--- src/hw/rtl/bvm_pkg.sv ---
`timescale 1ns / 1ps
`default_nettype none
// ----------------------------------------------------------------------------
// Bytecode machine execute unit package
// Shared sizes, opcodes, controller command and datapath status types.
// ----------------------------------------------------------------------------
package bvm_pkg;

    // Machine sizes. STACK_BYTES and NUM_REGS are powers of two, so a wrap is
    // a part-select of the low address bits.
    localparam int NUM_REGS         = 16;
    localparam int STACK_BYTES      = 256;
    localparam int SP_REG_INDEX     = 0;
    localparam int STATUS_REG_INDEX = 1;
    localparam int CONST_BYTES      = 4;

    localparam int WORD_W = 32;
    localparam int MODE_W = 4;
    localparam int RIDX_W = 4;
    localparam int RF_AW  = $clog2(NUM_REGS);
    localparam int STK_AW = $clog2(STACK_BYTES);

    localparam logic [RF_AW-1:0] SP_IDX     = RF_AW'(SP_REG_INDEX % NUM_REGS);
    localparam logic [RF_AW-1:0] STATUS_IDX = RF_AW'(STATUS_REG_INDEX % NUM_REGS);

    typedef enum logic [MODE_W-1:0] {
        OP_MOVCONST = 4'd0,
        OP_MOVREG   = 4'd1,
        OP_PUSH     = 4'd2,
        OP_ADD      = 4'd3,
        OP_ADDREG   = 4'd4,
        OP_SUB      = 4'd5,
        OP_MUL      = 4'd6,
        OP_JMP      = 4'd7,
        OP_HALT     = 4'd8
    } op_t;

    // Commands from the sequencer to the datapath.
    typedef struct packed {
        logic capture;    // latch the instruction and read its registers
        logic take_ops;   // latch the two register operands
        logic exec;       // perform the register-level part of the instruction
        logic pop;        // read one stack byte and step the pointer down
        logic alu;        // combine the two popped words
        logic push;       // step the pointer up and write one stack byte
        logic push_last;  // final pushed byte: write back pointer, advance pc
        logic load_out;   // copy the architectural results to the output
    } bvm_cmd_t;

    // Status from the datapath to the sequencer.
    typedef struct packed {
        logic halted;
        logic is_push;
        logic is_arith;
    } bvm_stat_t;

    // Program counter advance for every opcode that does not jump.
    function automatic logic [WORD_W-1:0] pc_step(input logic [MODE_W-1:0] mode);
        logic [WORD_W-1:0] step;
        unique case (op_t'(mode))
            OP_MOVCONST: step = WORD_W'(2 + CONST_BYTES);
            OP_MOVREG:   step = WORD_W'(3);
            OP_PUSH:     step = WORD_W'(1 + CONST_BYTES);
            OP_ADDREG:   step = WORD_W'(3);
            default:     step = WORD_W'(1);
        endcase
        return step;
    endfunction

endpackage
`default_nettype wire

--- src/hw/rtl/bvm_datapath.sv ---
`timescale 1ns / 1ps
`default_nettype none
// ----------------------------------------------------------------------------
// Execute unit datapath
// Register file, byte stack, program counter, halt state and output register.
// ----------------------------------------------------------------------------
module bvm_datapath
    import bvm_pkg::*;
(
    input  wire logic              clk,
    input  wire logic              rst_n,
    input  wire bvm_cmd_t          cmd,
    output bvm_stat_t              stat,
    input  wire logic [MODE_W-1:0] mode,
    input  wire logic [RIDX_W-1:0] reg_a,
    input  wire logic [RIDX_W-1:0] reg_b,
    input  wire logic [WORD_W-1:0] immediate,
    output logic [WORD_W-1:0]      next_pc,
    output logic                   halted,
    output logic [WORD_W-1:0]      exit_status
);

    // Latched instruction.
    logic [MODE_W-1:0] mode_reg;
    logic [RF_AW-1:0]  ra_reg;
    logic [RF_AW-1:0]  rb_reg;
    logic [WORD_W-1:0] imm_reg;

    // Register file with valid bits; an entry never written reads as zero.
    logic [WORD_W-1:0]   rf_mem [NUM_REGS];
    logic [NUM_REGS-1:0] rf_vld_reg;
    logic [WORD_W-1:0]   rf_rd_a_reg;
    logic [WORD_W-1:0]   rf_rd_b_reg;
    logic [RF_AW-1:0]    rf_raddr_a;
    logic [RF_AW-1:0]    rf_raddr_b;
    logic                rf_we;
    logic [RF_AW-1:0]    rf_waddr;
    logic [WORD_W-1:0]   rf_wdata;

    // Byte stack, single port, with valid bits.
    logic [7:0]             stk_mem [STACK_BYTES];
    logic [STACK_BYTES-1:0] stk_vld_reg;
    logic [7:0]             stk_rd_reg;
    logic [STK_AW-1:0]      stk_addr;

    logic [WORD_W-1:0]   op_a_reg;
    logic [WORD_W-1:0]   op_b_reg;
    logic [WORD_W-1:0]   sp_reg;
    logic [WORD_W-1:0]   sp_inc;
    logic [WORD_W-1:0]   pc_reg;
    logic                halt_reg;
    logic [WORD_W-1:0]   hstat_reg;
    logic [2*WORD_W-1:0] pop_sh_reg;
    logic                pop_cap_reg;
    logic [WORD_W-1:0]   word_reg;
    logic [WORD_W-1:0]   alu_res;
    logic [WORD_W-1:0]   pop_x;
    logic [WORD_W-1:0]   pop_y;
    logic [WORD_W-1:0]   out_pc_reg;
    logic                out_halt_reg;
    logic [WORD_W-1:0]   out_stat_reg;

    assign stat.halted   = halt_reg;
    assign stat.is_push  = (mode_reg == OP_PUSH);
    assign stat.is_arith = (mode_reg == OP_ADD) || (mode_reg == OP_SUB)
                        || (mode_reg == OP_MUL);

    assign sp_inc = sp_reg + WORD_W'(1);
    assign pop_x  = pop_sh_reg[WORD_W-1:0];
    assign pop_y  = pop_sh_reg[2*WORD_W-1:WORD_W];

    always_ff @(posedge clk)
    begin
        if (cmd.capture)
        begin
            mode_reg <= mode;
            ra_reg   <= RF_AW'(reg_a);
            rb_reg   <= RF_AW'(reg_b);
            imm_reg  <= immediate;
        end
    end

    // Register file ports. The instruction's registers are read as it is
    // taken; afterwards the ports read the stack pointer and status register.
    assign rf_raddr_a = cmd.capture ? RF_AW'(reg_a) : SP_IDX;
    assign rf_raddr_b = cmd.capture ? RF_AW'(reg_b) : STATUS_IDX;

    always_comb
    begin
        rf_we    = 1'b0;
        rf_waddr = ra_reg;
        rf_wdata = imm_reg;
        if (cmd.exec)
        begin
            unique case (op_t'(mode_reg))
                OP_MOVCONST:
                begin
                    rf_we    = 1'b1;
                    rf_wdata = imm_reg;
                end
                OP_MOVREG:
                begin
                    rf_we    = 1'b1;
                    rf_wdata = op_b_reg;
                end
                OP_ADDREG:
                begin
                    rf_we    = 1'b1;
                    rf_wdata = op_a_reg + op_b_reg;
                end
                default:
                begin
                    rf_we = 1'b0;
                end
            endcase
        end
        else if (cmd.push_last)
        begin
            rf_we    = 1'b1;
            rf_waddr = SP_IDX;
            rf_wdata = sp_inc;
        end
    end

    always_ff @(posedge clk)
    begin
        if (rf_we)
        begin
            rf_mem[rf_waddr] <= rf_wdata;
        end
        rf_rd_a_reg <= rf_vld_reg[rf_raddr_a] ? rf_mem[rf_raddr_a] : '0;
        rf_rd_b_reg <= rf_vld_reg[rf_raddr_b] ? rf_mem[rf_raddr_b] : '0;
    end

    always_ff @(posedge clk or negedge rst_n)
    begin
        if (!rst_n)
        begin
            rf_vld_reg <= '0;
        end
        else if (rf_we)
        begin
            rf_vld_reg[rf_waddr] <= 1'b1;
        end
    end

    // Byte stack: pops read at the pointer, pushes write one above it.
    assign stk_addr = cmd.push ? sp_inc[STK_AW-1:0] : sp_reg[STK_AW-1:0];

    always_ff @(posedge clk)
    begin
        if (cmd.push)
        begin
            stk_mem[stk_addr] <= word_reg[WORD_W-1:WORD_W-8];
        end
        stk_rd_reg <= stk_vld_reg[stk_addr] ? stk_mem[stk_addr] : 8'd0;
    end

    always_ff @(posedge clk or negedge rst_n)
    begin
        if (!rst_n)
        begin
            stk_vld_reg <= '0;
        end
        else if (cmd.push)
        begin
            stk_vld_reg[stk_addr] <= 1'b1;
        end
    end

    always_comb
    begin
        unique case (op_t'(mode_reg))
            OP_ADD:  alu_res = pop_x + pop_y;
            OP_SUB:  alu_res = pop_y - pop_x;
            default: alu_res = WORD_W'(pop_x * pop_y);
        endcase
    end

    // Working registers for stack operations.
    always_ff @(posedge clk)
    begin
        if (cmd.take_ops)
        begin
            op_a_reg <= rf_rd_a_reg;
            op_b_reg <= rf_rd_b_reg;
        end
        if (cmd.exec)
        begin
            sp_reg <= rf_rd_a_reg;
        end
        else if (cmd.pop)
        begin
            sp_reg <= sp_reg - WORD_W'(1);
        end
        else if (cmd.push)
        begin
            sp_reg <= sp_inc;
        end
        // The first byte popped ends up in the lowest byte.
        if (pop_cap_reg)
        begin
            pop_sh_reg <= {stk_rd_reg, pop_sh_reg[2*WORD_W-1:8]};
        end
        if (cmd.exec)
        begin
            word_reg <= imm_reg;
        end
        else if (cmd.alu)
        begin
            word_reg <= alu_res;
        end
        else if (cmd.push)
        begin
            word_reg <= {word_reg[WORD_W-9:0], 8'd0};
        end
        if (cmd.load_out)
        begin
            out_pc_reg   <= pc_reg;
            out_halt_reg <= halt_reg;
            out_stat_reg <= hstat_reg;
        end
    end

    // Architectural state.
    always_ff @(posedge clk or negedge rst_n)
    begin
        if (!rst_n)
        begin
            pc_reg      <= '0;
            halt_reg    <= 1'b0;
            hstat_reg   <= '0;
            pop_cap_reg <= 1'b0;
        end
        else
        begin
            pop_cap_reg <= cmd.pop;
            if (cmd.exec)
            begin
                unique case (op_t'(mode_reg))
                    OP_JMP:
                    begin
                        pc_reg <= imm_reg;
                    end
                    OP_HALT:
                    begin
                        pc_reg    <= pc_reg + pc_step(mode_reg);
                        halt_reg  <= 1'b1;
                        hstat_reg <= rf_rd_b_reg;
                    end
                    OP_PUSH, OP_ADD, OP_SUB, OP_MUL:
                    begin
                        pc_reg <= pc_reg;
                    end
                    default:
                    begin
                        pc_reg <= pc_reg + pc_step(mode_reg);
                    end
                endcase
            end
            else if (cmd.push_last)
            begin
                pc_reg <= pc_reg + pc_step(mode_reg);
            end
        end
    end

    assign next_pc     = out_pc_reg;
    assign halted      = out_halt_reg;
    assign exit_status = out_stat_reg;

endmodule
`default_nettype wire

--- config.mk ---
export PLATFORM = sky130hd
export DESIGN_NAME = bvm_datapath
export DESIGN_NICKNAME = d
export VERILOG_FILES = /design/src/hw/rtl/bvm_pkg.sv /design/src/hw/rtl/bvm_datapath.sv
export SDC_FILE = /design/constraint.sdc
export NUM_CORES = 1
export LEC_CHECK = 0
export BUFFER_PORTS_ARGS = -buffer_cell sky130_fd_sc_hd__buf_2
export CELL_PAD_IN_SITES_DETAIL_PLACEMENT = 1
export CELL_PAD_IN_SITES_GLOBAL_PLACEMENT = 2
export CORE_UTILIZATION = 48
export DETAILED_ROUTE_END_ITERATION = 10
export PLACE_DENSITY_LB_ADDON = 0.1
export SLEW_MARGIN = 20
export SYNTH_ARGS = -nofsm -noshare
export SYNTH_HDL_FRONTEND = slang
export SYNTH_SLANG_ARGS = --single-unit
--- constraint.sdc ---
create_clock -name clk -period 12.66 [get_ports clk]
set_input_delay 0.633 -clock clk [delete_from_list [all_inputs] [get_ports clk]]
set_output_delay 0.633 -clock clk [all_outputs]
set_load 0.05 [all_outputs]
==> impl_results.html, run 1 <==
<table>
<tr><th>Metric</th><th>Value</th></tr>
<tr><th colspan="2">Final layout</th></tr>
<tr><td>Register with the highest flop count</td><td>rf_mem</td></tr>
<tr><td>Layout cell share with drive strength beyond 1</td><td>0.208</td></tr>
<tr><td>Total area of multi-input combinational cells</td><td>0.0154 mm^2</td></tr>
<tr><td>Area growth from synthesis to layout</td><td>12.4%</td></tr>
<tr><td>Final Net Count</td><td>3393</td></tr>
<tr><td>Final core utilization</td><td>0.547</td></tr>
<tr><td>Sequential cell area</td><td>0.0247 mm^2</td></tr>
<tr><td>Final standard cell area without fillers</td><td>between 0.04 and 0.05 mm^2</td></tr>
<tr><td>Number of flip-flops in the largest register</td><td>512</td></tr>
<tr><td>Fill cell count</td><td>8424</td></tr>
<tr><th colspan="2">Pwr</th></tr>
<tr><td>Worst voltage drop across the vdd grid</td><td>approximately 0.00011 V</td></tr>
<tr><td>P_sw</td><td>2.13 mW</td></tr>
<tr><td>Share of total power consumed by net switching</td><td>0.288</td></tr>
<tr><td>Proportion of power drawn by combinational gates</td><td>0.148</td></tr>
<tr><td>Int Pwr</td><td>5.26 mW</td></tr>
<tr><td>Final total power</td><td>7.39 mW</td></tr>
<tr><td>Leakage</td><td>between 15 and 20 nW</td></tr>
<tr><td>Pwr/cell area</td><td>161 mW/mm^2</td></tr>
<tr><td>Proportion of power drawn by flip-flops and latches</td><td>0.480</td></tr>
<tr><td>Share of total power in the clock network</td><td>0.371</td></tr>
<tr><th colspan="2">Synthesis</th></tr>
<tr><td>Number of enable-type register cells in the synthesized netlist</td><td>713</td></tr>
<tr><td>Net count after synthesis</td><td>3357</td></tr>
<tr><td>Number of standard cells after synthesis</td><td>about 3300</td></tr>
<tr><td>Cell accounting for the most synthesized area</td><td>sky130_fd_sc_hd__edfxtp_1</td></tr>
<tr><td>Post-Synthesis Mean Instance Area</td><td>about 13 um^2</td></tr>
<tr><td>Cell Area, Synth</td><td>0.0409 mm^2</td></tr>
<tr><td>Part of the Yosys area used for sequential elements</td><td>0.605</td></tr>
<tr><td>Area share of the leading cell type in the synthesized netlist</td><td>0.524</td></tr>
<tr><td>Count of different cell masters after synthesis</td><td>72</td></tr>
<tr><td>Yosys reg bits</td><td>858</td></tr>
<tr><td>Yosys Warn Count</td><td>0</td></tr>
<tr><td>Share of synthesized registers carrying an async set or reset</td><td>0.0944</td></tr>
<tr><td>Leading register cell type out of synthesis</td><td>sky130_fd_sc_hd__edfxtp_1</td></tr>
<tr><td>Most area-consuming cells after synthesis</td><td>sky130_fd_sc_hd__edfxtp_1, sky130_fd_sc_hd__mux2_2, sky130_fd_sc_hd__dfrtp_1</td></tr>
<tr><th colspan="2">Global route</th></tr>
<tr><td>Total congestion overflow after global routing</td><td>0</td></tr>
<tr><td>Initial antenna violation count</td><td>3</td></tr>
<tr><td>Via count of the first global-routing pass</td><td>31500</td></tr>
<tr><td>Wire length of the first global-routing pass</td><td>~210000 um</td></tr>
<tr><td>Largest net degree at the start of global routing</td><td>138</td></tr>
<tr><td>Total routing resource utilization after global routing</td><td>0.330</td></tr>
<tr><th colspan="2">Drt</th></tr>
<tr><td>Detailed router's first-iteration violation count</td><td>3004</td></tr>
<tr><td>Total detailed-routing wirelength</td><td>about 140000 um</td></tr>
<tr><td>Remaining design rule violation count</td><td>0</td></tr>
<tr><td>Vias per std cell</td><td>~6.7</td></tr>
<tr><td>First-pass iteration count of the detailed router</td><td>5</td></tr>
<tr><td>Post-route ant nets</td><td>0</td></tr>
<tr><td>WL/cell</td><td>31.8 um</td></tr>
<tr><td>Via count</td><td>30200</td></tr>
<tr><th colspan="2">Worst setup path</th></tr>
<tr><td>Arrival time at the worst endpoint</td><td>5010 ps</td></tr>
<tr><td>Minimum setup slack among reg-to-reg paths</td><td>7970 ps</td></tr>
<tr><td>Slowest stage delay, CP</td><td>approximately 830 ps</td></tr>
<tr><td>Capture point of the worst reg-to-reg path</td><td>rf_mem[8][29]</td></tr>
<tr><td>R2R cell count</td><td>9</td></tr>
<tr><td>Buf/Inv on CP</td><td>0</td></tr>
<tr><td>Startpoint type of the worst setup path</td><td>flip-flop</td></tr>
<tr><td>Kind of end point of the critical path</td><td>flip-flop</td></tr>
<tr><td>Highest fanout seen on the critical path</td><td>16</td></tr>
<tr><td>Required time of the critical path</td><td>12990 ps</td></tr>
<tr><td>Largest delay contributor family on the critical path</td><td>compound AO/OA/AOI/OAI gates</td></tr>
<tr><td>Critical path depth in cells</td><td>9</td></tr>
<tr><td>Launch point of the worst reg-to-reg path</td><td>op_b_reg[1]</td></tr>
<tr><td>Cell chain of the critical path</td><td>ha_1 -&gt; a211oi_1 -&gt; o21ai_0 -&gt; o311ai_0 -&gt; a21oi_1 -&gt; o21ai_0 -&gt; a21oi_1 -&gt; a41o_1 -&gt; a311oi_4</td></tr>
<tr><td>Worst setup path category</td><td>reg -&gt; reg</td></tr>
<tr><td>Worst-path cell with the longest stage delay</td><td>sky130_fd_sc_hd__a311oi_4</td></tr>
<tr><th colspan="2">Timing</th></tr>
<tr><td>Pins over their slew limit</td><td>0</td></tr>
<tr><td>Worst slew pin tran</td><td>between 1000 and 1500 ps</td></tr>
<tr><td>Upper clock frequency limit</td><td>213 MHz</td></tr>
<tr><td>Final period demand of the worst path</td><td>approximately 4700 ps</td></tr>
<tr><td>Final setup violation count</td><td>0</td></tr>
<tr><td>Setup TNS after final layout</td><td>0 ps</td></tr>
<tr><td>Max_slew headroom</td><td>0.224</td></tr>
<tr><td>RSZ-0062 raised after global routing</td><td>no</td></tr>
<tr><td>Hold violation total from the final report</td><td>0</td></tr>
<tr><td>Clock Skew</td><td>33.1 ps</td></tr>
<tr><td>Period utilisation layout</td><td>0.370</td></tr>
<tr><th colspan="2">Hold path</th></tr>
<tr><td>Hold depth</td><td>1</td></tr>
<tr><td>Type of the worst min-delay path</td><td>in -&gt; reg</td></tr>
<tr><td>Hold Crit Endpoint</td><td>imm_reg[31]</td></tr>
<tr><td>Critical hold path startpoint</td><td>immediate[31]</td></tr>
<tr><th colspan="2">Place</th></tr>
<tr><td>Placed inst area</td><td>0.0428 mm^2</td></tr>
<tr><td>Final estimated routing congestion in global placement</td><td>0.889</td></tr>
<tr><td>Number of buffer cells added on primary ports</td><td>120</td></tr>
<tr><td>Half-perimeter wire length after detailed placement</td><td>~84000 um</td></tr>
<tr><th colspan="2">Clocking</th></tr>
<tr><td>Number of buffers added by the clock tree synthesis step</td><td>93</td></tr>
<tr><td>Clock slew seen by the registers of the worst setup and hold paths</td><td>~60 ps</td></tr>
<tr><td>Deepest clock path buffer count</td><td>3</td></tr>
<tr><td>CTS tree</td><td>yes</td></tr>
<tr><td>Setup repair bufs after CTS</td><td>0</td></tr>
<tr><td>Number of clock sinks</td><td>858</td></tr>
<tr><td>Number of H-tree levels</td><td>3</td></tr>
<tr><td>Cell chosen for the clock root</td><td>sky130_fd_sc_hd__clkbuf_16</td></tr>
<tr><td>Skew-Pair Late Insertion Delay</td><td>680 ps</td></tr>
<tr><th colspan="2">Floorplan</th></tr>
<tr><td>Die height</td><td>between 200 and 300 um</td></tr>
<tr><td>Initial core utilization</td><td>0.487</td></tr>
<tr><td>Die Span X</td><td>294 um</td></tr>
<tr><td>CORE AREA</td><td>0.0840 mm^2</td></tr>
<tr><td>Full die area</td><td>0.0863 mm^2</td></tr>
<tr><td>Number of top-level pins</td><td>122</td></tr>
<tr><td>Rows</td><td>approximately 110</td></tr>
<tr><th colspan="2">Flow run</th></tr>
<tr><td>MaxCap Viol Count</td><td>0</td></tr>
<tr><th colspan="2">Status</th></tr>
<tr><td>Result of the run</td><td>completed</td></tr>
</table>
-- cell usage in the layout (no fill, tap or decap), drive strengths merged, types with 100 or more instances in the layout --
master	instances
nand2	152
mux2	295
mux2i	138
nor3	100
clkbuf	129
a21oi	244
edfxtp	713
nor2	171
o21ai	270
buf	199
-- how the worst max path moves through the flow --
stage / startpoint / to / slack, ps
4_1_cts: op_b_reg[1] / rf_mem[8][29] / 7680
3_5_place_dp: op_b_reg[1] / rf_mem[11][29] / 7710
5_1_grt: op_b_reg[1] / rf_mem[8][29] / 7690
6_report: op_b_reg[1] / rf_mem[8][29] / 7970
3_3_place_gp: op_b_reg[1] / rf_mem[10][29] / 7890
2_1_floorplan: mode_reg[2] / rf_mem[11][0] / 7420
-- through the flow --
step           hold WS, ps  setup WS [ps]  cells
5_1_grt                123           7690   4514
4_1_cts                111           7680   4513
3_3_place_gp           421           7890   4338
6_report               141           7970   4515
3_5_place_dp           421           7710   4338
2_1_floorplan          337           7420   3265
-- power by group through the flow --
stage / Combinational [mW] / Clock [mW] / Sequential, mW
after floorplan: 0.620 / 0 / 3.62
after global placement: 1.04 / 0 / 3.59
after detailed placement: 1.07 / 0 / 3.60
after CTS: 1.08 / 2.78 / 3.55
after global routing: 1.17 / 2.87 / 3.57
final: 1.10 / 2.75 / 3.55
-- cells by family (layout without fill, tap and decap cells) --
kind of cell,Yosys count,after routing,synth area share
AO/OA/AOI/OAI,976,976,0.154
XOR/XNOR,81,81,0.0174
adder cells (fa/ha/maj),38,38,0.0120
buffers and inverters,277,392,0.0260
flip-flops,858,858,0.605
multiplexers,433,433,0.115
other,0,1,0
AND/OR/NAND/NOR,602,602,0.0706
-- synthesized netlist by cell type, types with 10 or more instances --
master                     instances
sky130_fd_sc_hd__xor2_1           44
sky130_fd_sc_hd__a221oi_1         65
sky130_fd_sc_hd__o22ai_1          10
sky130_fd_sc_hd__nand2_1         152
sky130_fd_sc_hd__a31oi_1          83
sky130_fd_sc_hd__mux2_2          295
sky130_fd_sc_hd__a211oi_1         15
sky130_fd_sc_hd__dfrtp_1          81
sky130_fd_sc_hd__nor2b_1          18
sky130_fd_sc_hd__a221o_1          71
sky130_fd_sc_hd__clkbuf_1        220
sky130_fd_sc_hd__ha_1             36
sky130_fd_sc_hd__xnor2_1          37
sky130_fd_sc_hd__a22o_1           73
sky130_fd_sc_hd__a21o_1           14
sky130_fd_sc_hd__mux2i_1         138
sky130_fd_sc_hd__nand4_1          17
sky130_fd_sc_hd__or3_1            12
sky130_fd_sc_hd__a21oi_1         244
sky130_fd_sc_hd__nor3_1           98
sky130_fd_sc_hd__and3_1           22
sky130_fd_sc_hd__or2_2            18
sky130_fd_sc_hd__buf_1            29
sky130_fd_sc_hd__a22oi_1          89
sky130_fd_sc_hd__o21ai_0         261
sky130_fd_sc_hd__nand3_1          40
sky130_fd_sc_hd__inv_1            18
sky130_fd_sc_hd__dfxtp_1          64
sky130_fd_sc_hd__edfxtp_1        713
sky130_fd_sc_hd__nor2_1          171
-- what timing repair did --
action	in CTS	in global routing
endpoints found under the hold margin	28	0
endpoints found under the setup margin	0	0
hold buffers	1	0
resized for setup	0	0
-- layer usage --
metal / track usage / part of all wire / up-vias
met4: 0.138 / 0.040 / 0
met2: 0.532 / 0.47 / 1437
met5: 0 / 0 / -
met3: 0.0566 / 0.079 / 346
li1: - / - / 12800
met1: 0.440 / 0.41 / 15600
-- worst register-to-register path, delay by kind of cell, from the launching register on --
family                     cells  cell delay [ps]
adders and majority gates      1              310
AOI/OAI and AO/OA              8             3610
DFF                            1              420
-- cell type report --
class / instances / share of cell area
flip-flops and latches: 858 / 0.538
multi-input cells: 2130 / 0.335
clock buffers: 129 / 0.0585
well taps: 1134 / 0.0309
repair buffers: 200 / 0.0275
clock inverters: 45 / 0.00869
inverters: 18 / 0.00147
diodes: 1 / 0.0000545
(Power assumes the default switching activity.)
==> run 2: changes to the inputs <==
--- a/config.mk
+++ b/config.mk
@@ -8,7 +8,7 @@
 export BUFFER_PORTS_ARGS = -buffer_cell sky130_fd_sc_hd__buf_2
 export CELL_PAD_IN_SITES_DETAIL_PLACEMENT = 1
 export CELL_PAD_IN_SITES_GLOBAL_PLACEMENT = 2
-export CORE_UTILIZATION = 48
+export CORE_UTILIZATION = 44
 export DETAILED_ROUTE_END_ITERATION = 10
 export PLACE_DENSITY_LB_ADDON = 0.1
 export SLEW_MARGIN = 20
==> constraint.sdc (replaced) <==
create_clock -name clk -period 4.6 [get_ports clk]
set_input_delay 0.23 -clock clk [delete_from_list [all_inputs] [get_ports clk]]
set_output_delay 0.23 -clock clk [all_outputs]
set_load 0.05 [all_outputs]
==> run 2 against run 1 <==
Effect of this change:
- clock skew shrank 6.7 ps
- cell count rose by 3.4%
- routed wire length up 2.0%
- combinational power rose to 2.8 times the previous value
- sequential share of layout area fell by 0.88 points
- die area rose by 9.0%
- clock-buffer cell count shrank 6
- largest power group unchanged
- highest routed layer unchanged
==> impl_results.html, run 2 (same netlist as run 1, synthesis figures left out) <==
<table>
<tr><th>Metric</th><th>Value</th></tr>
<tr><th colspan="2">Status</th></tr>
<tr><td>Result of the run</td><td>completed</td></tr>
<tr><th colspan="2">Timing</th></tr>
<tr><td>Setup slack after layout</td><td>752 ps (-7220 ps)</td></tr>
<tr><td>Upper clock frequency limit</td><td>260 MHz (+22%)</td></tr>
<tr><td>Final period demand of the worst path</td><td>3850 ps (-838 ps)</td></tr>
<tr><td>Max_slew headroom</td><td>0.254 (+0.0294)</td></tr>
<tr><td>Setup TNS after final layout</td><td>0 ps (unchanged)</td></tr>
<tr><td>Period utilisation layout</td><td>0.837 (+0.466)</td></tr>
<tr><td>RSZ-0062 raised after global routing</td><td>no</td></tr>
<tr><td>Pins over their slew limit</td><td>0 (unchanged)</td></tr>
<tr><td>Worst hold slack</td><td>124 ps (-16.7 ps)</td></tr>
<tr><td>Hold violation total from the final report</td><td>0 (unchanged)</td></tr>
<tr><td>Final setup violation count</td><td>0 (unchanged)</td></tr>
<tr><td>Clock Skew</td><td>26.4 ps (-6.73 ps)</td></tr>
<tr><td>Worst slew pin tran</td><td>1120 ps (-44.1 ps)</td></tr>
<tr><th colspan="2">Pwr</th></tr>
<tr><td>Int Pwr</td><td>14.6 mW (+180%)</td></tr>
<tr><td>Worst voltage drop across the vdd grid</td><td>0.000323 V (+200%)</td></tr>
<tr><td>P_sw</td><td>5.90 mW (+180%)</td></tr>
<tr><td>Final total power</td><td>20.5 mW (+180%)</td></tr>
<tr><td>Leakage</td><td>16.6 nW (+1.7%)</td></tr>
<tr><td>Share of total power in the clock network</td><td>0.374 (+0.003)</td></tr>
<tr><td>Proportion of power drawn by flip-flops and latches</td><td>0.476 (-0.004)</td></tr>
<tr><td>Pwr/cell area</td><td>440 mW/mm^2 (+170%)</td></tr>
<tr><td>Share of total power consumed by net switching</td><td>0.287 (-0.000852)</td></tr>
<tr><td>Proportion of power drawn by combinational gates</td><td>0.150 (+0.002)</td></tr>
<tr><th colspan="2">Worst setup path</th></tr>
<tr><td>Slowest stage delay, CP</td><td>520 ps (-310 ps)</td></tr>
<tr><td>Arrival time at the worst endpoint</td><td>4210 ps (-800 ps)</td></tr>
<tr><td>Cell repeated most along the worst path</td><td>sky130_fd_sc_hd__a21oi_1</td></tr>
<tr><td>Minimum setup slack among reg-to-reg paths</td><td>750 ps (-7220 ps)</td></tr>
<tr><td>Capture point of the worst reg-to-reg path</td><td>rf_mem[10][26]</td></tr>
<tr><td>Worst setup path category</td><td>reg -&gt; reg</td></tr>
<tr><td>R2R cell count</td><td>11 (+2)</td></tr>
<tr><td>Kind of end point of the critical path</td><td>flip-flop</td></tr>
<tr><td>Startpoint type of the worst setup path</td><td>flip-flop</td></tr>
<tr><td>Cell chain of the critical path</td><td>ha_1 -&gt; inv_1 -&gt; fa_1 -&gt; nand2b_1 -&gt; a21oi_1 -&gt; o211ai_1 -&gt; a21oi_1 -&gt; o211ai_1 -&gt; a21oi_1 -&gt; mux2_2 -&gt; nand2_1</td></tr>
<tr><td>Highest fanout seen on the critical path</td><td>16 (unchanged)</td></tr>
<tr><td>Launch point of the worst reg-to-reg path</td><td>op_b_reg[0]</td></tr>
<tr><td>Required time of the critical path</td><td>4960 ps (-8030 ps)</td></tr>
<tr><td>Worst-path cell with the longest stage delay</td><td>sky130_fd_sc_hd__nand2_1</td></tr>
<tr><th colspan="2">Hold path</th></tr>
<tr><td>Critical hold path startpoint</td><td>cmd[5]</td></tr>
<tr><td>Hold Crit Endpoint</td><td>sp_reg[29]</td></tr>
<tr><td>Type of the worst min-delay path</td><td>in -&gt; reg</td></tr>
<tr><td>Hold depth</td><td>2 (+1)</td></tr>
<tr><th colspan="2">Final layout</th></tr>
<tr><td>Total area of multi-input combinational cells</td><td>0.0154 mm^2 (about the same)</td></tr>
<tr><td>Most common cell after layout, fill and taps aside</td><td>sky130_fd_sc_hd__edfxtp_1</td></tr>
<tr><td>Final Net Count</td><td>3437 (+1.3%)</td></tr>
<tr><td>Final core utilization</td><td>0.509 (-0.0384)</td></tr>
<tr><td>Register with the highest flop count</td><td>rf_mem</td></tr>
<tr><td>Commonest cells after routing, fill and taps aside</td><td>sky130_fd_sc_hd__edfxtp_1, sky130_fd_sc_hd__mux2_2, sky130_fd_sc_hd__o21ai_0</td></tr>
<tr><td>Area growth from synthesis to layout</td><td>14.3%</td></tr>
<tr><td>Fill cell count</td><td>9288 (+10%)</td></tr>
<tr><td>Number of flip-flops in the largest register</td><td>512 (unchanged)</td></tr>
<tr><td>Sequential cell area</td><td>0.0247 mm^2 (unchanged)</td></tr>
<tr><td>Layout cell share with drive strength beyond 1</td><td>0.211 (+0.00252)</td></tr>
<tr><th colspan="2">Place</th></tr>
<tr><td>Number of buffer cells added on primary ports</td><td>120 (unchanged)</td></tr>
<tr><td>Final estimated routing congestion in global placement</td><td>0.890 (about the same)</td></tr>
<tr><td>Worst Setup Slack post-DPL</td><td>816 ps (-6890 ps)</td></tr>
<tr><td>Half-perimeter wire length after detailed placement</td><td>88200 um (+4.4%)</td></tr>
<tr><th colspan="2">Drt</th></tr>
<tr><td>First-pass iteration count of the detailed router</td><td>5 (unchanged)</td></tr>
<tr><td>Total detailed-routing wirelength</td><td>146000 um (+2.0%)</td></tr>
<tr><td>Via count</td><td>30000 (-0.56%)</td></tr>
<tr><td>Post-route ant nets</td><td>0 (unchanged)</td></tr>
<tr><td>Remaining design rule violation count</td><td>0 (unchanged)</td></tr>
<tr><td>Vias per std cell</td><td>6.42 (-3.8%)</td></tr>
<tr><td>WL/cell</td><td>31.4 um (-1.4%)</td></tr>
<tr><td>Detailed router's first-iteration violation count</td><td>2958 (-1.5%)</td></tr>
<tr><th colspan="2">Global route</th></tr>
<tr><td>Via count of the first global-routing pass</td><td>31500 (-0.11%)</td></tr>
<tr><td>Total congestion overflow after global routing</td><td>0 (unchanged)</td></tr>
<tr><td>Total routing resource utilization after global routing</td><td>0.307 (-0.0223)</td></tr>
<tr><td>Largest net degree at the start of global routing</td><td>89 (-36%)</td></tr>
<tr><td>Initial antenna violation count</td><td>5 (+2)</td></tr>
<tr><td>Wire length of the first global-routing pass</td><td>212000 um (+1.7%)</td></tr>
<tr><th colspan="2">Clocking</th></tr>
<tr><td>Clock slew seen by the registers of the worst setup and hold paths</td><td>70 ps (about the same)</td></tr>
<tr><td>Deepest clock path buffer count</td><td>3 (unchanged)</td></tr>
<tr><td>Number of clock sinks</td><td>858 (unchanged)</td></tr>
<tr><td>Number of H-tree levels</td><td>3 (unchanged)</td></tr>
<tr><td>Cell chosen for the clock root</td><td>sky130_fd_sc_hd__clkbuf_16</td></tr>
<tr><td>Skew-Pair Late Insertion Delay</td><td>680 ps (about the same)</td></tr>
<tr><td>CTS tree</td><td>yes</td></tr>
<tr><td>Number of buffers added by the clock tree synthesis step</td><td>95 (+2.2%)</td></tr>
<tr><td>Resized cells post-CTS</td><td>0 (unchanged)</td></tr>
<tr><th colspan="2">Floorplan</th></tr>
<tr><td>Full die area</td><td>0.0941 mm^2 (+9.0%)</td></tr>
<tr><td>Number of top-level pins</td><td>122 (unchanged)</td></tr>
<tr><td>Rows</td><td>111 (+4.7%)</td></tr>
<tr><td>Initial core utilization</td><td>0.445 (-0.0416)</td></tr>
<tr><td>Die height</td><td>307 um (+4.4%)</td></tr>
<tr><td>Die Span X</td><td>307 um (+4.4%)</td></tr>
<tr><td>CORE AREA</td><td>0.0918 mm^2 (+9.3%)</td></tr>
<tr><th colspan="2">Flow run</th></tr>
<tr><td>MaxCap Viol Count</td><td>0 (unchanged)</td></tr>
</table>
==> run 2: through the flow <==
stage               cells  cell area, um^2
global route         4668            46700
floorplan            3265            40900
detailed placement   4453            43200
finish               4669            46700
CTS                  4668            46700
global placement     4453            43200
==> run 2: worst max path at each step <==
stage                     start              to  slack [ps]  cells past startpoint
detailed placement  op_b_reg[0]   rf_mem[8][30]         820                     11
global placement    op_b_reg[1]  rf_mem[13][29]         840                     11
CTS                 op_b_reg[0]  rf_mem[10][26]         770                     11
finish              op_b_reg[0]  rf_mem[10][26]         750                     11
global route        op_b_reg[1]   rf_mem[3][29]         530                     11
floorplan           mode_reg[2]   rf_mem[11][0]         980                      5
==> run 2: area by class of cell <==
type,count,share of cell area
multi-input cells,2130,0.329
diodes,1,0.0000536
clock inverters,54,0.0106
repair buffers,242,0.0395
clock buffers,123,0.0564
flip-flops and latches,858,0.529
well taps,1243,0.0333
inverters,18,0.00145
==> run 2: power by group through the flow <==
stage | Clock (mW) | Combinational, mW | Sequential [mW]
after global placement | 0 | 2.93 | 9.90
final | 7.67 | 3.08 | 9.78
after floorplan | 0 | 1.71 | 9.96
after global routing | 8.08 | 3.29 | 9.84
after CTS | 7.81 | 3.05 | 9.77
after detailed placement | 0 | 3.01 | 9.93
==> run 2: critical path: cells and delay by family (launching register included) <==
kind / cells / cell delay [ps]
DFF: 1 / 350
AOI/OAI and AO/OA: 5 / 1470
adders and majority gates: 2 / 600
and+or+nand+nor: 2 / 700
buffers and inverters: 1 / 60
muxes: 1 / 350
==> run 2: per-layer routing <==
metal  GRT usage  up-vias  wire length, um
met1       0.408    15600            61600
met4       0.120        0             5870
met5           0        -                0
met3      0.0450      329             9600
li1            -    12900                -
met2       0.508     1187            69400
==> run 2: what timing repair did <==
item                                   in CTS  in global routing
buffers inserted                            0                  0
endpoints found under the hold margin      80                  0
hold buffers                               38                  0
==> run 3: changes to the inputs <==
==> constraint.sdc (replaced) <==
create_clock -name clk -period 3.6 [get_ports clk]
set_input_delay 0.18 -clock clk [delete_from_list [all_inputs] [get_ports clk]]
set_output_delay 0.18 -clock clk [all_outputs]
set_load 0.05 [all_outputs]
==> run 3 against run 2 <==
Effect of this change:
- register-to-register slack worse by 680 ps
- design area is 1.4% higher
- clock-buffer cell count shrank 5
- worst hold slack worse by 75 ps
==> impl_results.html, run 3 (same netlist as run 1, synthesis figures left out) <==
<table>
<tr><th>Metric</th><th>Value</th></tr>
<tr><th colspan="2">Pwr</th></tr>
<tr><td>Int Pwr</td><td>18.8 mW (+28%)</td></tr>
<tr><td>Leakage</td><td>17.0 nW (+2.3%)</td></tr>
<tr><td>Proportion of power drawn by combinational gates</td><td>0.156 (+0.006)</td></tr>
<tr><td>Pwr/cell area</td><td>558 mW/mm^2 (+27%)</td></tr>
<tr><td>Final total power</td><td>26.4 mW (+29%)</td></tr>
<tr><td>P_sw</td><td>7.64 mW (+30%)</td></tr>
<tr><td>Worst voltage drop across the vdd grid</td><td>0.000352 V (+9.2%)</td></tr>
<tr><td>Proportion of power drawn by flip-flops and latches</td><td>0.470 (-0.006)</td></tr>
<tr><td>Share of total power in the clock network</td><td>0.373 (about the same)</td></tr>
<tr><td>Share of total power consumed by net switching</td><td>0.289 (+0.00207)</td></tr>
<tr><th colspan="2">Timing</th></tr>
<tr><td>Max_slew headroom</td><td>0.285 (+0.0314)</td></tr>
<tr><td>Upper clock frequency limit</td><td>283 MHz (+9.0%)</td></tr>
<tr><td>Worst hold slack</td><td>49.3 ps (-74.7 ps)</td></tr>
<tr><td>Final period demand of the worst path</td><td>3530 ps (-319 ps)</td></tr>
<tr><td>Final setup violation count</td><td>0 (unchanged)</td></tr>
<tr><td>Hold violation total from the final report</td><td>0 (unchanged)</td></tr>
<tr><td>Worst slew pin tran</td><td>1070 ps (-47.2 ps)</td></tr>
<tr><td>Setup TNS after final layout</td><td>0 ps (unchanged)</td></tr>
<tr><td>RSZ-0062 raised after global routing</td><td>no</td></tr>
<tr><td>Clock Skew</td><td>25.6 ps (-0.767 ps)</td></tr>
<tr><td>Setup slack after layout</td><td>70.5 ps (-681 ps)</td></tr>
<tr><td>Pins over their slew limit</td><td>0 (unchanged)</td></tr>
<tr><td>Period utilisation layout</td><td>0.980 (+0.144)</td></tr>
<tr><th colspan="2">Worst setup path</th></tr>
<tr><td>Required time of the critical path</td><td>4000 ps (-960 ps)</td></tr>
<tr><td>Cell chain of the critical path</td><td>ha_1 -&gt; a211oi_1 -&gt; o21ai_1 -&gt; o21ai_0 -&gt; buf_4 -&gt; a21oi_1 -&gt; buf_4 -&gt; nor3_1 -&gt; buf_4 -&gt; nor3_1 -&gt; o21ai_0 -&gt; a31oi_1 -&gt; buf_4</td></tr>
<tr><td>Worst setup path category</td><td>reg -&gt; reg</td></tr>
<tr><td>Slowest stage delay, CP</td><td>400 ps (-120 ps)</td></tr>
<tr><td>Arrival time at the worst endpoint</td><td>3930 ps (-280 ps)</td></tr>
<tr><td>Highest fanout seen on the critical path</td><td>16 (unchanged)</td></tr>
<tr><td>Startpoint type of the worst setup path</td><td>flip-flop</td></tr>
<tr><td>Kind of end point of the critical path</td><td>flip-flop</td></tr>
<tr><td>Worst-path cell with the longest stage delay</td><td>sky130_fd_sc_hd__edfxtp_1</td></tr>
<tr><td>Cell repeated most along the worst path</td><td>sky130_fd_sc_hd__buf_4</td></tr>
<tr><th colspan="2">Status</th></tr>
<tr><td>Result of the run</td><td>completed</td></tr>
<tr><th colspan="2">Global route</th></tr>
<tr><td>Via count of the first global-routing pass</td><td>31400 (-0.27%)</td></tr>
<tr><td>Total routing resource utilization after global routing</td><td>0.313 (+0.00590)</td></tr>
<tr><td>Initial antenna violation count</td><td>2 (-3)</td></tr>
<tr><td>Largest net degree at the start of global routing</td><td>85 (-4.5%)</td></tr>
<tr><td>Wire length of the first global-routing pass</td><td>215000 um (+1.5%)</td></tr>
<tr><td>Total congestion overflow after global routing</td><td>0 (unchanged)</td></tr>
<tr><th colspan="2">Final layout</th></tr>
<tr><td>Final standard cell area without fillers</td><td>0.0474 mm^2 (+1.4%)</td></tr>
<tr><td>Final Net Count</td><td>3508 (+2.1%)</td></tr>
<tr><td>Register with the highest flop count</td><td>rf_mem</td></tr>
<tr><td>Commonest cells after routing, fill and taps aside</td><td>sky130_fd_sc_hd__edfxtp_1, sky130_fd_sc_hd__mux2_2, sky130_fd_sc_hd__o21ai_0</td></tr>
<tr><td>Number of flip-flops in the largest register</td><td>512 (unchanged)</td></tr>
<tr><td>Non-filler cells in the finished layout</td><td>4743 (+1.6%)</td></tr>
<tr><td>Layout cell share with drive strength beyond 1</td><td>0.227 (+0.0166)</td></tr>
<tr><td>Area growth from synthesis to layout</td><td>15.9%</td></tr>
<tr><td>Fill cell count</td><td>9184 (-1.1%)</td></tr>
<tr><td>Most common cell after layout, fill and taps aside</td><td>sky130_fd_sc_hd__edfxtp_1</td></tr>
<tr><td>Final core utilization</td><td>0.516 (+0.00737)</td></tr>
<tr><th colspan="2">Drt</th></tr>
<tr><td>Via count</td><td>30400 (+1.3%)</td></tr>
<tr><td>Post-route ant nets</td><td>0 (unchanged)</td></tr>
<tr><td>Total detailed-routing wirelength</td><td>149000 um (+1.8%)</td></tr>
<tr><td>Detailed router's first-iteration violation count</td><td>2792 (-5.6%)</td></tr>
<tr><td>Remaining design rule violation count</td><td>0 (unchanged)</td></tr>
<tr><td>WL/cell</td><td>31.4 um (+0.19%)</td></tr>
<tr><td>First-pass iteration count of the detailed router</td><td>5 (unchanged)</td></tr>
<tr><td>Vias per std cell</td><td>6.40 (-0.31%)</td></tr>
<tr><th colspan="2">Clocking</th></tr>
<tr><td>Skew-Pair Late Insertion Delay</td><td>690 ps (about the same)</td></tr>
<tr><td>Number of H-tree levels</td><td>3 (unchanged)</td></tr>
<tr><td>Number of clock sinks</td><td>858 (unchanged)</td></tr>
<tr><td>Clock slew seen by the registers of the worst setup and hold paths</td><td>60 ps (about the same)</td></tr>
<tr><td>Cell chosen for the clock root</td><td>sky130_fd_sc_hd__clkbuf_16</td></tr>
<tr><td>Setup repair bufs after CTS</td><td>0 (unchanged)</td></tr>
<tr><td>CTS tree</td><td>yes</td></tr>
<tr><td>Number of buffers added by the clock tree synthesis step</td><td>94 (-1.1%)</td></tr>
<tr><td>Deepest clock path buffer count</td><td>3 (unchanged)</td></tr>
<tr><th colspan="2">Place</th></tr>
<tr><td>Worst Setup Slack post-DPL</td><td>-337 ps (-1150 ps)</td></tr>
<tr><td>Placed inst area</td><td>0.0438 mm^2 (+1.4%)</td></tr>
<tr><td>Total instance count after detailed placement</td><td>4522 (+1.5%)</td></tr>
<tr><td>Half-perimeter wire length after detailed placement</td><td>92800 um (+5.2%)</td></tr>
<tr><td>Number of buffer cells added on primary ports</td><td>120 (unchanged)</td></tr>
<tr><td>Final estimated routing congestion in global placement</td><td>0.884 (-0.69%)</td></tr>
<tr><th colspan="2">Flow run</th></tr>
<tr><td>MaxCap Viol Count</td><td>0 (unchanged)</td></tr>
<tr><th colspan="2">Floorplan</th></tr>
<tr><td>Initial core utilization</td><td>0.445 (unchanged)</td></tr>
<tr><td>Rows</td><td>111 (unchanged)</td></tr>
<tr><td>Number of top-level pins</td><td>122 (unchanged)</td></tr>
<tr><td>Die height</td><td>307 um (unchanged)</td></tr>
<tr><td>CORE AREA</td><td>0.0918 mm^2 (unchanged)</td></tr>
<tr><td>Full die area</td><td>0.0941 mm^2 (unchanged)</td></tr>
<tr><td>Die Span X</td><td>307 um (unchanged)</td></tr>
<tr><th colspan="2">Hold path</th></tr>
<tr><td>Type of the worst min-delay path</td><td>in -&gt; reg</td></tr>
</table>
[run 3: changes by cell type in the layout (fill, tap and decap cells not counted), moves of 3 or more]
cell / previous run / this run
sky130_fd_sc_hd__diode_2: 1 / 4
sky130_fd_sc_hd__buf_12: 16 / 24
sky130_fd_sc_hd__clkbuf_8: 9 / 4
sky130_fd_sc_hd__a21oi_1: 244 / 241
sky130_fd_sc_hd__dlygate4sd3_1: 38 / 41
sky130_fd_sc_hd__buf_4: 73 / 132
sky130_fd_sc_hd__clkinv_2: 25 / 22
sky130_fd_sc_hd__a21oi_2: 0 / 3
[run 3: final timing paths]
path | end | slack, ps | startpoint | depth (start not counted)
min in group asynchronous | rf_vld_reg[0] | 180 | rst_n | 2
min | next_pc[19] | 50 | cmd[0] | 2
min reg2reg | exit_status[23] | 440 | hstat_reg[23] | 0
max reg2reg | rf_mem[15][23] | 70 | op_a_reg[1] | 13
max in group asynchronous | pc_reg[22] | 2320 | rst_n | 3
max | rf_mem[15][23] | 70 | op_a_reg[1] | 13
[run 3: per-layer routing]
metal | GRT usage | wire (um) | vias up | part of all wire
li1 | - | - | 13000 | -
met2 | 0.504 | 69900 | 1262 | 0.47
met3 | 0.0507 | 10800 | 259 | 0.072
met4 | 0.101 | 4380 | 0 | 0.029
met5 | 0 | 0 | - | 0
met1 | 0.433 | 64000 | 15800 | 0.43
[run 3: layout make-up]
| type | instances | area [um^2] | area share |
|---|---|---|---|
| sequential | 858 | 24700 | 0.522 |
| multi-input combinational | 2130 | 15400 | 0.325 |
| clock buffer | 118 | 2570 | 0.0542 |
| timing repair buffer | 314 | 2490 | 0.0526 |
| tap | 1243 | 1560 | 0.0328 |
| clock inverter | 58 | 574 | 0.0121 |
| inverter | 18 | 67.6 | 0.00143 |
| antenna | 4 | 10.0 | 0.000211 |
[run 3: critical path, delay by kind of cell (launching register included)]
family	cells	cell delay [ps]
buffers and inverters	4	750
flip-flops	1	400
AND/OR/NAND/NOR	2	340
adder cells (fa/ha/maj)	1	330
AO/OA/AOI/OAI	6	1440
[run 3: what timing repair did]
action                                  CTS  global route
gates resized for setup                   4             5
endpoints found under the hold margin    96             0
hold buffers                             41             0
endpoints found under the setup margin   96           118
[run 3: power by group through the flow]
stage          sequential [mW]  combinational (mW)  clock [mW]
2_1_floorplan             12.7                2.18           0
3_3_place_gp              12.6                3.93           0
6_report                  12.4                4.13        9.86
5_1_grt                   12.5                4.41        10.3
4_1_cts                   12.4                4.09        10.0
3_5_place_dp              12.6                4.03           0
